**config.mk**
```make
export PLATFORM = sky130hd
export DESIGN_NAME = base64_stream_decoder_unit
export DESIGN_NICKNAME = d
export VERILOG_FILES = /design/src/hw/rtl/b64d_pkg.sv /design/src/hw/rtl/b64d_front.sv /design/src/hw/rtl/b64d_queue.sv /design/src/hw/rtl/b64d_back.sv /design/src/hw/rtl/base64_stream_decoder_unit.sv
export SDC_FILE = /design/constraint.sdc
export NUM_CORES = 1
export LEC_CHECK = 0
export BUFFER_PORTS_ARGS = -buffer_cell sky130_fd_sc_hd__buf_2
export CAP_MARGIN = 25
export CORE_AREA = 2 2 107 109
export DETAILED_ROUTE_END_ITERATION = 10
export DIE_AREA = 0 0 109 111
export HOLD_SLACK_MARGIN = 0.05
export PLACE_DENSITY_LB_ADDON = 0.25
export SYNTH_ARGS = -nofsm -noshare
export SYNTH_HDL_FRONTEND = slang
export SYNTH_SLANG_ARGS = --single-unit
```
**constraint.sdc**
```tcl
create_clock -name clk_i -period 8.31 [get_ports clk_i]
set_clock_uncertainty 0.05 [all_clocks]
set_input_delay 0.4155 -clock clk_i [delete_from_list [all_inputs] [get_ports clk_i]]
set_output_delay 0.4155 -clock clk_i [all_outputs]
set_load 0.02 [all_outputs]
```
**src/hw/rtl/b64d_pkg.sv**
```systemverilog
// ----------------------------------------------------------------------------
// b64d_pkg: shared types and helpers for the base64 stream decoder
// Word formats, group job format, status codes and the alphabet decode.
// ----------------------------------------------------------------------------
package b64d_pkg;

  // alphabet constants
  localparam logic [7:0] PadChar = 8'h3D;

  // group queue sizing
  localparam int unsigned QueueDepth = 4;
  localparam int unsigned QueuePtrW  = $clog2(QueueDepth);
  localparam int unsigned QueueCntW  = $clog2(QueueDepth + 1);

  // result status codes
  typedef enum logic [1:0] {
    ST_OK       = 2'd0,
    ST_BAD_LEN  = 2'd1,
    ST_BAD_CHAR = 2'd2
  } status_e;

  // input word
  typedef struct packed {
    logic [7:0] char_code;
    logic       end_of_input;
  } in_word_t;

  // output word
  typedef struct packed {
    logic [7:0] data_byte;
    logic [1:0] status;
    logic       run_last;
    logic       message_end;
  } out_word_t;

  // one finished group (or bad-length event) handed from front to back
  // emit[0] releases bytes[23:16], emit[1] bytes[15:8], emit[2] bytes[7:0]
  typedef struct packed {
    logic [23:0] bytes;
    logic [2:0]  emit;
    status_e     status;
    logic        msg_end;
  } job_t;

  // decoded character
  typedef struct packed {
    logic       ok;
    logic [5:0] val;
  } sextet_t;

  // map an ascii byte to its 6-bit value; pad maps to zero
  function automatic sextet_t sextet_of(input logic [7:0] c);
    sextet_t r;
    r.ok  = 1'b1;
    r.val = 6'd0;
    if (c >= 8'h41 && c <= 8'h5A) begin
      r.val = 6'(c - 8'h41);
    end else if (c >= 8'h61 && c <= 8'h7A) begin
      r.val = 6'(c - 8'h61 + 8'd26);
    end else if (c >= 8'h30 && c <= 8'h39) begin
      r.val = 6'(c - 8'h30 + 8'd52);
    end else if (c == 8'h2B) begin
      r.val = 6'd62;
    end else if (c == 8'h2F) begin
      r.val = 6'd63;
    end else if (c == PadChar) begin
      r.val = 6'd0;
    end else begin
      r.ok = 1'b0;
    end
    return r;
  endfunction

endpackage

```
**src/hw/rtl/b64d_front.sv**
```systemverilog
// ----------------------------------------------------------------------------
// b64d_front: character intake and group assembly
// Decodes each character, collects four sextets and pushes one job per
// finished group or per message that ends off a group boundary.
// ----------------------------------------------------------------------------
module b64d_front import b64d_pkg::*; (
  input  logic     clk_i,
  input  logic     rst_ni,
  input  logic     take_i,
  input  in_word_t word_i,
  output logic     push_o,
  output job_t     job_o
);

  logic [1:0]  pos_q, pos_d;
  logic [17:0] acc_q, acc_d;
  logic        third_pad_q, third_pad_d;
  logic        bad_q, bad_d;
  sextet_t     sx;
  logic        is_pad;
  logic        bad_now;
  logic [23:0] full_val;

  assign sx       = sextet_of(word_i.char_code);
  assign is_pad   = (word_i.char_code == PadChar);
  assign bad_now  = bad_q | ~sx.ok;
  assign full_val = {acc_q, sx.val};

  // group state update and job generation
  always_comb begin
    pos_d       = pos_q;
    acc_d       = acc_q;
    third_pad_d = third_pad_q;
    bad_d       = bad_q;
    push_o      = 1'b0;
    job_o       = '{bytes: 24'd0, emit: 3'b001, status: ST_OK,
                    msg_end: word_i.end_of_input};
    if (take_i) begin
      if (pos_q != 2'd3) begin
        if (word_i.end_of_input) begin
          // message ends off a group boundary
          push_o      = 1'b1;
          job_o.status = ST_BAD_LEN;
          pos_d       = 2'd0;
          acc_d       = 18'd0;
          third_pad_d = 1'b0;
          bad_d       = 1'b0;
        end else begin
          acc_d = {acc_q[11:0], sx.val};
          pos_d = pos_q + 2'd1;
          bad_d = bad_now;
          if (pos_q == 2'd2) begin
            third_pad_d = is_pad;
          end
        end
      end else begin
        // fourth character closes the group
        push_o = 1'b1;
        if (bad_now) begin
          job_o.status = ST_BAD_CHAR;
        end else begin
          job_o.bytes = full_val;
          job_o.emit  = {~is_pad, ~third_pad_q, 1'b1};
        end
        pos_d       = 2'd0;
        acc_d       = 18'd0;
        third_pad_d = 1'b0;
        bad_d       = 1'b0;
      end
    end
  end

  // group registers
  always_ff @(posedge clk_i or negedge rst_ni) begin
    if (!rst_ni) begin
      pos_q       <= 2'd0;
      acc_q       <= 18'd0;
      third_pad_q <= 1'b0;
      bad_q       <= 1'b0;
    end else begin
      pos_q       <= pos_d;
      acc_q       <= acc_d;
      third_pad_q <= third_pad_d;
      bad_q       <= bad_d;
    end
  end

endmodule

```
**src/hw/rtl/b64d_queue.sv**
```systemverilog
// ----------------------------------------------------------------------------
// b64d_queue: short job queue between front and back
// Register-based fifo; head is visible without a read cycle.
// ----------------------------------------------------------------------------
module b64d_queue import b64d_pkg::*; (
  input  logic clk_i,
  input  logic rst_ni,
  input  logic push_i,
  input  job_t job_i,
  input  logic pop_i,
  output logic valid_o,
  output logic full_o,
  output job_t head_o
);

  job_t                 slot_q [QueueDepth];
  logic [QueuePtrW-1:0] wr_ptr_q, rd_ptr_q;
  logic [QueueCntW-1:0] cnt_q;

  assign valid_o = (cnt_q != '0);
  assign full_o  = (cnt_q == QueueCntW'(QueueDepth));
  assign head_o  = slot_q[rd_ptr_q];

  // pointers and fill count
  always_ff @(posedge clk_i or negedge rst_ni) begin
    if (!rst_ni) begin
      wr_ptr_q <= '0;
      rd_ptr_q <= '0;
      cnt_q    <= '0;
    end else begin
      if (push_i) begin
        wr_ptr_q <= wr_ptr_q + 1'b1;
      end
      if (pop_i) begin
        rd_ptr_q <= rd_ptr_q + 1'b1;
      end
      if (push_i && !pop_i) begin
        cnt_q <= cnt_q + 1'b1;
      end else if (!push_i && pop_i) begin
        cnt_q <= cnt_q - 1'b1;
      end
    end
  end

  // job storage
  always_ff @(posedge clk_i) begin
    if (push_i) begin
      slot_q[wr_ptr_q] <= job_i;
    end
  end

endmodule

```
**src/hw/rtl/b64d_back.sv**
```systemverilog
// ----------------------------------------------------------------------------
// b64d_back: result sequencer
// Walks the released bytes of the head job one per cycle, while the output is
// not stalled, into an output register and pops the job with its last result.
// ----------------------------------------------------------------------------
module b64d_back import b64d_pkg::*; (
  input  logic      clk_i,
  input  logic      rst_ni,
  input  logic      job_valid_i,
  input  job_t      job_i,
  output logic      pop_o,
  output logic      out_valid_o,
  input  logic      out_stall_i,
  output out_word_t out_word_o
);

  logic [2:0] done_q;
  logic [2:0] pending;
  logic [2:0] sel;
  logic       last;
  logic       load;
  logic [7:0] byte_sel;
  logic       out_valid_q;
  out_word_t  out_q;

  // pick the released byte still to go with the lowest emit bit
  assign pending = job_i.emit & ~done_q;
  always_comb begin
    if (pending[0]) begin
      sel      = 3'b001;
      byte_sel = job_i.bytes[23:16];
    end else if (pending[1]) begin
      sel      = 3'b010;
      byte_sel = job_i.bytes[15:8];
    end else begin
      sel      = 3'b100;
      byte_sel = job_i.bytes[7:0];
    end
  end
  assign last  = ((pending & ~sel) == 3'b000);
  assign load  = job_valid_i && (!out_valid_q || !out_stall_i);
  assign pop_o = load && last;

  // sequencing state and output valid
  always_ff @(posedge clk_i or negedge rst_ni) begin
    if (!rst_ni) begin
      done_q      <= 3'b000;
      out_valid_q <= 1'b0;
    end else begin
      if (load) begin
        done_q <= last ? 3'b000 : (done_q | sel);
      end
      if (load) begin
        out_valid_q <= 1'b1;
      end else if (!out_stall_i) begin
        out_valid_q <= 1'b0;
      end
    end
  end

  // output word register
  always_ff @(posedge clk_i) begin
    if (load) begin
      out_q.data_byte   <= (job_i.status == ST_OK) ? byte_sel : 8'd0;
      out_q.status      <= job_i.status;
      out_q.run_last    <= last;
      out_q.message_end <= last & job_i.msg_end;
    end
  end

  assign out_valid_o = out_valid_q;
  assign out_word_o  = out_q;

endmodule

```
**src/hw/rtl/base64_stream_decoder_unit.sv**
```systemverilog
// ----------------------------------------------------------------------------
// base64_stream_decoder_unit: streaming base64 decoder
// One character per word in; decoded bytes and error results out.
//
//   channel | valid      | stall       | word
//   --------+------------+-------------+-------------
//   in      | in_valid_i | in_stall_o  | in_word_i
//   out     | out_valid_o| out_stall_i | out_word_o
//
// Takes one character word per cycle while in_stall_o is low. A finished group
// leaves as up to three result words, one per cycle while out_stall_i is low,
// via a queue slot and the single output register of the back sequencer.
// A four-entry job queue parts intake from output; in_stall_o rises only
// while that queue is full. Reset clears group state, queue and output valid.
// ----------------------------------------------------------------------------
module base64_stream_decoder_unit import b64d_pkg::*; (
  input  logic      clk_i,
  input  logic      rst_ni,
  input  logic      in_valid_i,
  output logic      in_stall_o,
  input  in_word_t  in_word_i,
  output logic      out_valid_o,
  input  logic      out_stall_i,
  output out_word_t out_word_o
);

  logic take;
  logic push;
  job_t push_job;
  logic pop;
  logic q_valid;
  logic q_full;
  job_t head;

  assign in_stall_o = q_full;
  assign take       = in_valid_i && !q_full;

  // character intake
  b64d_front u_front (
    .clk_i  (clk_i),
    .rst_ni (rst_ni),
    .take_i (take),
    .word_i (in_word_i),
    .push_o (push),
    .job_o  (push_job)
  );

  // job queue
  b64d_queue u_queue (
    .clk_i   (clk_i),
    .rst_ni  (rst_ni),
    .push_i  (push),
    .job_i   (push_job),
    .pop_i   (pop),
    .valid_o (q_valid),
    .full_o  (q_full),
    .head_o  (head)
  );

  // result sequencer
  b64d_back u_back (
    .clk_i       (clk_i),
    .rst_ni      (rst_ni),
    .job_valid_i (q_valid),
    .job_i       (head),
    .pop_o       (pop),
    .out_valid_o (out_valid_o),
    .out_stall_i (out_stall_i),
    .out_word_o  (out_word_o)
  );

endmodule
```
==> summary.txt, run 1 <==
Cells and area
  – Nets: 518
  – Area growth from synthesis to layout: 12.6%
  – Fin util: 71.3%
  – Share of cells above drive strength 1: 20.6%
  – Post-route cell area: 0.00789 sq mm
  – Antenna cells: 0
  – Fill count: 657

Clock network
  – Hold-fix buffers, CTS: 0
  – Cts bufs inserted: 17
  – Clock slew at reported path FFs: 0.06 ns
  – Postcts setup bufs: 0
  – Clk root buf: clkbuf_16
  – CTS H-tree depth: 4
  – Post-CTS resize count: 0
  – Later-pin clock latency in the skew report: 0.41 ns
  – CTS tree: done
  – CTS Buffer Depth: 2
  – Clock Sinks: 161

Pwr
  – Peak VDD IR: 0.162 mV
  – PD cells: 330 mW/mm^2
  – P_leak: 3.07 nW

Route
  – 1st-iter DRT viols: 375
  – DR DRC count: 0
  – WL per Instance: 21.8 um
  – Via/cell ratio: 6.35
  – Antenna viol nets, final: 0
  – Vias: 4,089
  – DRT Pass-1 Iters: 5
  – Final WL: 14,000 um

Critical path
  – Critical path's top delay family: multiplexers
  – WP buf/inv: 3
  – Crit Path Category: reg -> reg
  – Crit path max-delay cell type: mux4_2
  – CP Capture Type: register
  – CP max stage delay: 0.57 ns
  – CP required: 8.56 ns
  – Top fanout value on the critical path: 30
  – CP Cell Sequence: buf_4 -> mux4_2 -> nand2b_1 -> maj3_4 -> and2_4 -> inv_2 -> ha_1 -> inv_1 -> fa_1 -> mux2_2
  – Startpoint Class: register
  – Arrival time worst endpoint: 3.34 ns

Synth
  – Mean Syn Cell Area: 15.2 sq um
  – Synth unique cells: 58
  – Area leader, netlist: edfxtp_1
  – Syn nets: 491
  – Synth top area share: 54.8%
  – YS warnings: 0
  – Async set-or-reset flop fraction in the synthesized netlist: 20.5%
  – Synth Instances: 461
  – Post-synth EDFFs: 128
  – Yosys reg bits: 161
  – Synth top area cells: edfxtp_1, dfrtp_1, mux4_2
  – Register area share after synthesis: 66.6%
  – Post-synth top flop: edfxtp_1
  – Synth Cell Area: 0.00701 sq mm

Timing
  – FMAX: 323 MHz
  – Worst-Margin Slew: 1.09 ns
  – Share of the cycle needed by the critical path after routing: 37.2%
  – Final Hold Fails: 0
  – Final worst path period need: 3.09 ns
  – Slew margin rel.: 26.9%
  – Pins Over Slew Limit: 0
  – Setup violators final: 0
  – RSZ-0062 raised after global routing: no
  – Post-route setup slack: 5.22 ns
  – Setup_tns: 0 ns
  – Min Hold Slack: 0.0311 ns

Global routing
  – Largest net degree at the start of global routing: 34
  – Remaining Overflow, GRT: 0
  – Vias in the first global route: 4,018
  – GRT Total Usage: 25.3%
  – First-pass GRT wire length: 22,300 um
  – Initial antenna violation count: 0

Floorplanning
  – Core Area: 0.0111 sq mm
  – Row cnt: 39
  – Die Y: 111 um
  – # IOs: 27
  – Die width: 109 um
  – Initial Util: 63.3%
  – Die area: 0.0121 sq mm

Worst hold path
  – Worst hold path class: in -> async

Placed design
  – Port bufs: 26
  – DP HPWL: 8870 um
  – Routability congestion estimate: 0.959
  – Pre-CTS setup slack: 5.13 ns
  – Placed inst area: 0.00724 sq mm

Run
  – MaxCap Viol Count: 0

Run status
  – Status: completed
where the power goes:
group          internal, W  switching (W)  total (W)
combinational     0.000289       0.000387   0.000676
sequential         0.00102      0.0000723    0.00109
clock             0.000533       0.000301   0.000833
final timing paths:
check                                    start             endpoint  slack, ns  depth (start not counted)
min                                     rst_ni   u_back.out_valid_o       0.03                          1
min reg2reg                  u_front.acc_q[17]    u_front.acc_q[17]       0.42                          2
max                        u_queue.rd_ptr_q[0]     u_queue.cnt_q[1]       5.22                         10
min in group clk_i                 out_stall_i   u_back.out_valid_o       0.17                          3
max in group asynchronous               rst_ni  u_queue.rd_ptr_q[0]       7.61                          1
max reg2reg                u_queue.rd_ptr_q[0]     u_queue.cnt_q[1]       5.22                         10
metal layers:
layer  up-vias  share of wire (%)  global-route usage [%]
li1       1815                  -                       -
met1      2081                 43                    36.0
met2       169                 50                    40.2
met3        24                5.2                    4.88
met4         0                1.7                    7.86
met5         -                  0                       0
cells in the mapped netlist, types with 2 or more instances:
library cell    n
buf_6           3
nor3b_1         3
a21oi_1         6
o31ai_1         4
a31oi_1         4
xnor2_1         3
xor2_1          4
and3_1         26
nor3_1          5
nand3_1        16
dfrtp_1        33
mux4_2         29
o21ai_0         8
o2111ai_1       2
nand2_1        46
clkbuf_1       11
inv_1          12
buf_4           2
a211oi_1        8
o211ai_1        3
buf_1           4
mux2i_1         8
nor2_1         30
or3_1           3
a32o_1          2
nor2b_1         2
edfxtp_1      128
ha_1           16
nand2b_1        4
and2_1          6
buf_2           3
final cells by class:
| type | instances | area (sq um) | area share (%) |
|---|---|---|---|
| sequential | 161 | 4670 | 59.2 |
| multi-input combinational | 264 | 2180 | 27.6 |
| clock buffer | 18 | 429 | 5.44 |
| clock inverter | 14 | 211 | 2.68 |
| tap | 143 | 179 | 2.27 |
| timing repair buffer | 31 | 175 | 2.22 |
| inverter | 13 | 48.8 | 0.618 |
cell usage in the layout (no fill, tap or decap), drive strengths merged, types with 2 or more instances in the layout:
cell / n
a31oi: 4
and2: 7
bufinv: 5
xnor2: 4
a32o: 2
nand2: 47
ha: 16
nor2b: 2
mux4: 29
nand2b: 5
or3: 3
o211ai: 3
dfrtp: 33
a211oi: 8
clkinvlp: 2
nor3b: 3
nor2: 30
and3: 26
xor2: 4
buf: 31
clkbuf: 18
nand3: 16
o21ai: 9
o2111ai: 2
mux2i: 8
nor3: 5
o31ai: 4
inv: 15
clkinv: 5
a21oi: 6
edfxtp: 128
or2: 2
cells by family after synthesis:
logic type	share of synthesized area (%)
adders and majority gates	3.34
and+or+nand+nor	10.6
xor gates and xnor gates	1.11
buffers and inverters	2.41
muxes	10.6
AOI/OAI and AO/OA	5.37
DFF	66.6
worst reg2reg max path: stages, from the launching register on:
cell and delay, ns:
dfrtp_2 0.37, buf_4 0.50, mux4_2 0.58, nand2b_1 0.11, maj3_4 0.20, and2_4 0.17, inv_2 0.06, ha_1 0.20
inv_1 0.07, fa_1 0.41, mux2_2 0.27
through the flow:
step / power [W] / cells
6_report: 0.00260 / 644
5_1_grt: 0.00272 / 644
4_1_cts: 0.00262 / 643
3_5_place_dp: 0.00178 / 611
3_3_place_gp: 0.00175 / 611
2_1_floorplan: 0.00162 / 461
sequential cells by signal (all words and copies together) (netlist names):
register             count
u_front.pos_q            2
u_back.out_valid_o       1
u_queue.rd_ptr_q         2
u_front.bad_q            1
u_front.third_pad_q      1
u_queue.slot_q         116
u_queue.cnt_q            3
u_queue.wr_ptr_q         2
u_back.done_q            3
u_front.acc_q           18
u_back.out_word_o       12
(Power assumes the default switching activity.)
==> run 2: changes to the inputs <==
Settings changed: CORE_AREA 2 2 107 109 to 2 2 116 118, DIE_AREA 0 0 109 111 to 0 0 118 120.
Clock period 8.31 ns to 2.55 ns, I/O delays scaled along.
==> run 2 against run 1 <==
  * Design area increased by 2.1%
  * Clock power increased to 2.6 times the previous value
  * Sequential power increased to 3.2 times the previous value
  * Power increased to 3.1 times the previous value
  * Combinational power increased to 3.7 times the previous value
  * Hold slack improved by 0.17 ns
  * Count of clock-buffer cells in the layout increased by 7
  * Flip-flop and latch count unchanged
  * Sequential share of layout area decreased by 1.2 points
  * Global-route usage decreased by 4.7 points
  * Fmax increased by 24%
  * Critical path type unchanged
  * Highest routed layer unchanged
==> summary.txt, run 2 (synthesis gave the netlist of run 1 again) <==
Run status
  – Status: completed

Critical path
  – Cells on worst reg2reg path: 9 (-1)
  – Startpoint Class: register
  – CP Capture Type: register
  – CP max stage delay: 0.55 ns (-0.02 ns)
  – Levels on crit path: 9 (-1)
  – WP buf/inv: 2 (-1)
  – Top fanout value on the critical path: 4 (-87%)
  – CP required: 2.80 ns (-5.76 ns)
  – Critical Path Start: u_queue.rd_ptr_q[0]
  – Worst setup path endpoint: u_queue.cnt_q[1]
  – Reg-to-Reg End: u_queue.cnt_q[1]
  – Crit Path Category: reg -> reg
  – Arrival time worst endpoint: 2.75 ns (-0.59 ns)
  – Crit path max-delay cell type: mux4_2
  – Worst R2R Setup Slack: 0.05 ns (-5.16 ns)
  – Critical path's top delay family: multiplexers
  – CP Cell Sequence: mux4_2 -> nand2b_4 -> maj3_4 -> and2_4 -> inv_4 -> ha_4 -> inv_2 -> fa_2 -> mux2_2
  – RR Startpoint: u_queue.rd_ptr_q[0]

Route
  – 1st-iter DRT viols: 376 (+0.27%)
  – DR DRC count: 0 (unchanged)
  – Wire length on met3: 648 um (-11%)
  – DRT Pass-1 Iters: 4 (-1)
  – Final WL: 13,500 um (-4.2%)
  – Vias: 4,000 (-2.2%)
  – Max Used Layer: met4
  – Antenna viol nets, final: 0 (unchanged)
  – WL per Instance: 19.2 um (-12%)
  – Via/cell ratio: 5.71 (-10%)
  – Met2 WL: 7090 um (+0.31%)
  – M1 wire length: 5620 um (-6.6%)

Cells and area
  – Number of flip-flops in the largest register: 116 (unchanged)
  – Fill count: 985 (+50%)
  – Commonest cells after routing, fill and taps aside: edfxtp_1, nand2_1, dfrtp_1, nor2_1, mux4_2
  – Nets: 541 (+4.4%)
  – Fin util: 62.1% (-9.2 points)
  – Commonest non-fill, non-tap cell in the layout: edfxtp_1
  – Area growth from synthesis to layout: 14.9%
  – Antenna cells: 0 (unchanged)
  – Top reg by flops: u_queue.slot_q
  – Share of cells above drive strength 1: 23.3% (+2.7 points)

Placed design
  – Port bufs: 26 (unchanged)
  – DP HPWL: 8600 um (-3.0%)
  – Routability congestion estimate: 0.848 (-12%)

Floorplanning
  – Die area: 0.0142 sq mm (+17%)
  – Initial Util: 54.0% (-9.3 points)
  – Core Area: 0.0130 sq mm (+17%)
  – Row cnt: 42 (+7.7%)
  – Die Y: 120 um (+8.1%)
  – # IOs: 27 (unchanged)
  – Die width: 118 um (+8.3%)

Timing
  – Slew margin rel.: 48.0% (+21 points)
  – Pins Over Slew Limit: 0 (unchanged)
  – Setup violators final: 0 (unchanged)
  – RSZ-0062 raised after global routing: yes
  – Share of the cycle needed by the critical path after routing: 97.9% (+61 points)
  – Worst-Margin Slew: 0.781 ns (-0.310 ns)
  – Final Hold Fails: 0 (unchanged)
  – FMAX: 401 MHz (+24%)
  – Min Hold Slack: 0.205 ns (+0.174 ns)
  – Final worst path period need: 2.50 ns (-0.598 ns)

Pwr
  – Peak VDD IR: 0.681 mV (+320%)
  – P_leak: 3.15 nW (+2.6%)
  – PD cells: 1010 mW/mm^2 (+210%)

Global routing
  – Largest net degree at the start of global routing: 34 (unchanged)
  – Initial antenna violation count: 0 (unchanged)
  – First-pass GRT wire length: 21,700 um (-2.9%)
  – Remaining Overflow, GRT: 0 (unchanged)
  – GRT Total Usage: 20.6% (-4.7 points)
  – Vias in the first global route: 4,076 (+1.4%)

Worst hold path
  – Worst hold path class: in -> reg

Clock network
  – Cts bufs inserted: 17 (unchanged)
  – CTS H-tree depth: 4 (unchanged)
  – CTS tree: done
  – Clock Sinks: 161 (unchanged)
  – Clk root buf: clkbuf_16
  – CTS Buffer Depth: 2 (unchanged)
  – Later-pin clock latency in the skew report: 0.42 ns (about the same)
  – Post-CTS resize count: 0 (unchanged)
  – Clock slew at reported path FFs: 0.06 ns (about the same)

Run
  – MaxCap Viol Count: 0 (unchanged)
-- run 2: worst register-to-register path, cell delays in order, from the launching register on --
cell	delay, ns
dfrtp_2	0.39
mux4_2	0.55
nand2b_4	0.10
maj3_4	0.18
and2_4	0.17
inv_4	0.04
ha_4	0.15
inv_2	0.05
fa_2	0.42
mux2_2	0.28
-- run 2: area by class of cell --
class | count | area, sq um | area share, %
Clock buffer | 25 | 475 | 5.90
Clock inverter | 7 | 37.5 | 0.466
Inverter | 13 | 51.3 | 0.637
Multi-Input combinational cell | 264 | 2200 | 27.3
Sequential cell | 161 | 4670 | 58.0
Tap cell | 176 | 220 | 2.73
Timing Repair Buffer | 54 | 398 | 4.94
-- run 2: worst min-delay path by stage --
stage | slack, ns | startpoint | depth (start not counted) | to
floorplan | -0.22 | rst_ni | 0 | u_back.done_q[0]
global placement | 0.18 | rst_ni | 1 | u_back.out_valid_o
detailed placement | 0.21 | rst_ni | 1 | u_back.out_valid_o
CTS | 0.19 | in_word_i[2] | 3 | u_front.acc_q[1]
global route | 0.21 | in_word_i[2] | 3 | u_front.acc_q[1]
finish | 0.21 | in_word_i[2] | 3 | u_front.acc_q[1]
-- run 2: where the power goes --
group / switching (W) / internal, W / total [W]
Combinational: 0.00136 / 0.00112 / 0.00248
Clock: 0.000905 / 0.00128 / 0.00219
Sequential: 0.000180 / 0.00333 / 0.00351
Total: 0.00245 / 0.00573 / 0.00817
-- run 2: metrics by stage --
step	power (W)	cells	worst slack, ns	area (sq um)	setup TNS, ns
after floorplan	0.00533	461	-0.0453	7050	-0.0827
after detailed placement	0.00600	659	0.0370	7470	0
after CTS	0.00819	694	0.0195	8010	0
after global routing	0.00861	700	-0.0369	8060	-0.0423
final	0.00817	700	0.0539	8060	0
after global placement	0.00591	659	0.0877	7470	0
-- run 2: timing repair --
action / in CTS / in global routing
setup buffers: 0 / 6
hold buffers: 3 / 0
endpoints found under the setup margin: 0 / 2
hold endpoints to repair: 38 / 0
-- run 2: metal layers --
layer  global-route usage [%]  vias to the layer above
met3                     4.85                        9
met4                     5.95                        0
li1                         -                     1860
met2                     35.1                       99
met5                        0                        -
met1                     26.6                     2032
==> run 3: changes to the inputs <==
Settings changed: ABC_AREA from default to 1, CORE_AREA 2 2 116 118 to 2 2 118 120, DIE_AREA 0 0 118 120 to 0 0 120 122, GPL_TIMING_DRIVEN from default to 0.
==> run 3 against run 2 <==
  * Clock power grew 13%
  * Sequential share of layout area shrank 2.7 points
  * Global-route usage increased by 2.4 points
==> summary.txt, run 3 <==
Run status
  – Status: completed

Critical path
  – CP Capture Type: register
  – Arrival time worst endpoint: 2.73 ns (-0.02 ns)
  – Worst setup path endpoint: u_queue.cnt_q[2]
  – RR Startpoint: u_queue.rd_ptr_q[1]
  – Worst R2R Setup Slack: 0.07 ns (about the same)
  – Startpoint Class: register
  – Top fanout value on the critical path: 10 (+6)
  – Reg-to-Reg End: u_queue.cnt_q[2]
  – Cells on worst reg2reg path: 15 (+6)
  – CP required: 2.80 ns (about the same)
  – Critical Path Start: u_queue.rd_ptr_q[1]
  – Crit Path Category: reg -> reg

Timing
  – Slew margin rel.: 46.9% (-1.1 points)
  – Share of the cycle needed by the critical path after routing: 97.3% (-0.58 points)
  – Worst-Margin Slew: 0.797 ns (+0.0159 ns)
  – Final worst path period need: 2.48 ns (-0.0149 ns)
  – FMAX: 403 MHz (+0.60%)
  – Pins Over Slew Limit: 0 (unchanged)
  – Post-route setup slack: 0.0688 ns (+0.0149 ns)
  – RSZ-0062 raised after global routing: yes
  – Setup_tns: 0 ns (unchanged)
  – Setup violators final: 0 (unchanged)
  – Min Hold Slack: 0.0286 ns (-0.177 ns)
  – Final Hold Fails: 0 (unchanged)

Synth
  – Synth Cell Area: 0.00728 sq mm (+3.9%)
  – Synth unique cells: 32 (-45%)
  – Post-synth EDFFs: 128 (unchanged)
  – Commonest cells post-synth: edfxtp_1, nand2_1, nor2_1, inv_1, o21ai_0
  – YS warnings: 0 (unchanged)
  – Synth top area share: 52.8% (-2.0 points)
  – Syn nets: 718 (+46%)
  – Mean Syn Cell Area: 10.6 sq um (-30%)
  – Async set-or-reset flop fraction in the synthesized netlist: 20.5% (unchanged)
  – Synth Instances: 688 (+49%)
  – Synth top area cells: edfxtp_1, dfrtp_1, nand2_1
  – Yosys reg bits: 161 (unchanged)
  – Register area share after synthesis: 64.1% (-2.5 points)
  – Area leader, netlist: edfxtp_1
  – Most frequent cell after synthesis: edfxtp_1
  – Post-synth top flop: edfxtp_1

Global routing
  – GRT Total Usage: 23.0% (+2.4 points)
  – Initial antenna violation count: 0 (unchanged)
  – Vias in the first global route: 4,811 (+18%)
  – Largest net degree at the start of global routing: 34 (unchanged)
  – Remaining Overflow, GRT: 0 (unchanged)
  – First-pass GRT wire length: 25,300 um (+17%)

Route
  – DRT Pass-1 Iters: 5 (+1)
  – WL per Instance: 17.1 um (-11%)
  – 1st-iter DRT viols: 583 (+55%)
  – Antenna viol nets, final: 0 (unchanged)
  – Vias: 5,132 (+28%)
  – DR DRC count: 0 (unchanged)
  – Final WL: 16,000 um (+19%)
  – Via/cell ratio: 5.48 (-4.0%)

Placed design
  – Pre-CTS setup slack: -0.515 ns (-0.552 ns)
  – DP HPWL: 10,700 um (+24%)
  – Port bufs: 25 (-3.8%)
  – Routability congestion estimate: 0.894 (+5.4%)

Worst hold path
  – Worst hold path class: in -> reg

Cells and area
  – Top reg by flops: u_queue.slot_q
  – Area growth from synthesis to layout: 16.1%
  – Number of flip-flops in the largest register: 116 (unchanged)
  – Commonest non-fill, non-tap cell in the layout: edfxtp_1
  – Commonest cells after routing, fill and taps aside: edfxtp_1, nand2_1, nor2_1, inv_1, o21ai_0
  – Share of cells above drive strength 1: 17.2% (-6.1 points)
  – Nets: 773 (+43%)
  – Antenna cells: 0 (unchanged)

Run
  – MaxCap Viol Count: 0 (unchanged)

Floorplanning
  – Die Y: 122 um (+1.7%)
  – Core Area: 0.0135 sq mm (+4.0%)
  – Die area: 0.0146 sq mm (+3.4%)
  – # IOs: 27 (unchanged)
  – Initial Util: 53.9% (-0.087 points)
  – Die width: 120 um (+1.7%)
  – Row cnt: 43 (+2.4%)

Pwr
  – PD cells: 1060 mW/mm^2 (+4.9%)
  – Peak VDD IR: 0.538 mV (-21%)
  – P_leak: 3.40 nW (+8.0%)

Clock network
  – Later-pin clock latency in the skew report: 0.43 ns (about the same)
  – Clock slew at reported path FFs: 0.06 ns (about the same)
  – Cts bufs inserted: 17 (unchanged)
  – CTS H-tree depth: 4 (unchanged)
  – CTS Buffer Depth: 2 (unchanged)
  – Clk root buf: clkbuf_16
  – CTS tree: done
  – Clock Sinks: 161 (unchanged)
run 3: cell count changes in the layout (fill, tap and decap cells not counted), sizes merged, moves of 5 or more:
| cell | change |
|---|---|
| a211oi | -8 |
| and2 | -7 |
| and3 | -26 |
| inv | +68 |
| mux2i | -8 |
| mux4 | -29 |
| nand2 | +69 |
| nand2b | -5 |
| nand3 | +22 |
| nand4 | +5 |
| nor2 | +87 |
| o21ai | +63 |
| o22ai | +36 |
run 3: kinds of logic after synthesis:
family | share of synthesized area [%]
flip-flops | 64.1
adder cells (fa/ha/maj) | 3.02
XOR/XNOR | 0.962
buffers and inverters | 6.03
AND/OR/NAND/NOR | 17.0
AO/OA/AOI/OAI | 8.85
run 3: report_power, final:
part / switching (W) / leakage, nW / internal [W] / total [W]
clock: 0.00103 / 0.280 / 0.00145 / 0.00248
combinational: 0.00208 / 1.49 / 0.000953 / 0.00303
sequential: 0.000157 / 1.63 / 0.00333 / 0.00349
total: 0.00327 / 3.40 / 0.00573 / 0.00900
run 3: worst min path at each step:
stage	end	startpoint	slack, ns	cells after the start
2_1_floorplan	u_back.done_q[0]	rst_ni	-0.22	0
3_3_place_gp	u_front.acc_q[9]	rst_ni	0.18	1
3_5_place_dp	u_front.acc_q[14]	rst_ni	0.20	1
4_1_cts	u_front.acc_q[1]	in_valid_i	0.08	4
5_1_grt	u_front.acc_q[1]	in_valid_i	0.06	4
6_report	u_front.acc_q[1]	in_valid_i	0.03	4
run 3: final cells by class:
class                   instances  area [sq um]
fillers                      1031          5050
flip-flops and latches        161          4670
multi-input cells             422          2250
clock buffers                  17           425
inverters                      78           295
repair buffers                 36           273
well taps                     180           225
plain buffers                  27           161
clock inverters                15           159
run 3: metrics by stage:
stage,util (%),cells,power (W),instance area (sq um)
floorplan,-,688,0.00546,7290
global placement,56.6,893,0.00626,7640
detailed placement,57.5,897,0.00640,7760
CTS,62.2,932,0.00893,8410
global route,62.6,936,0.00946,8460
finish,62.6,936,0.00900,8460
run 3: critical path: stages (launching register included):
cell and delay, ns:
dfrtp_2 0.41, inv_2 0.06, buf_6 0.14, nor2_1 0.10, o21ai_1 0.07, nand2_1 0.08, nand2_1 0.09, o21ai_1 0.18
inv_2 0.08, nand2_2 0.10, ha_1 0.15, inv_1 0.07, fa_1 0.38, a21oi_1 0.14, o21ai_0 0.11, xor2_1 0.15
run 3: routing by layer:
| metal | vias up | part of all wire (%) | GRT usage, % |
|---|---|---|---|
| met2 | 197 | 50 | 37.2 |
| met3 | 20 | 6.6 | 5.15 |
| met4 | 0 | 1.5 | 8.46 |
| met5 | - | 0 | 0 |
| li1 | 2438 | - | - |
| met1 | 2477 | 42 | 30.7 |
run 3: repair_timing:
| item | 4_1_cts | 5_1_grt |
|---|---|---|
| endpoints found under the setup margin | 70 | 2 |
| pin swaps | 1 | 2 |
| hold buffers | 3 | 0 |
| hold endpoints to repair | 38 | 0 |
| gates resized for setup | 9 | 10 |
| buffers inserted | 0 | 4 |
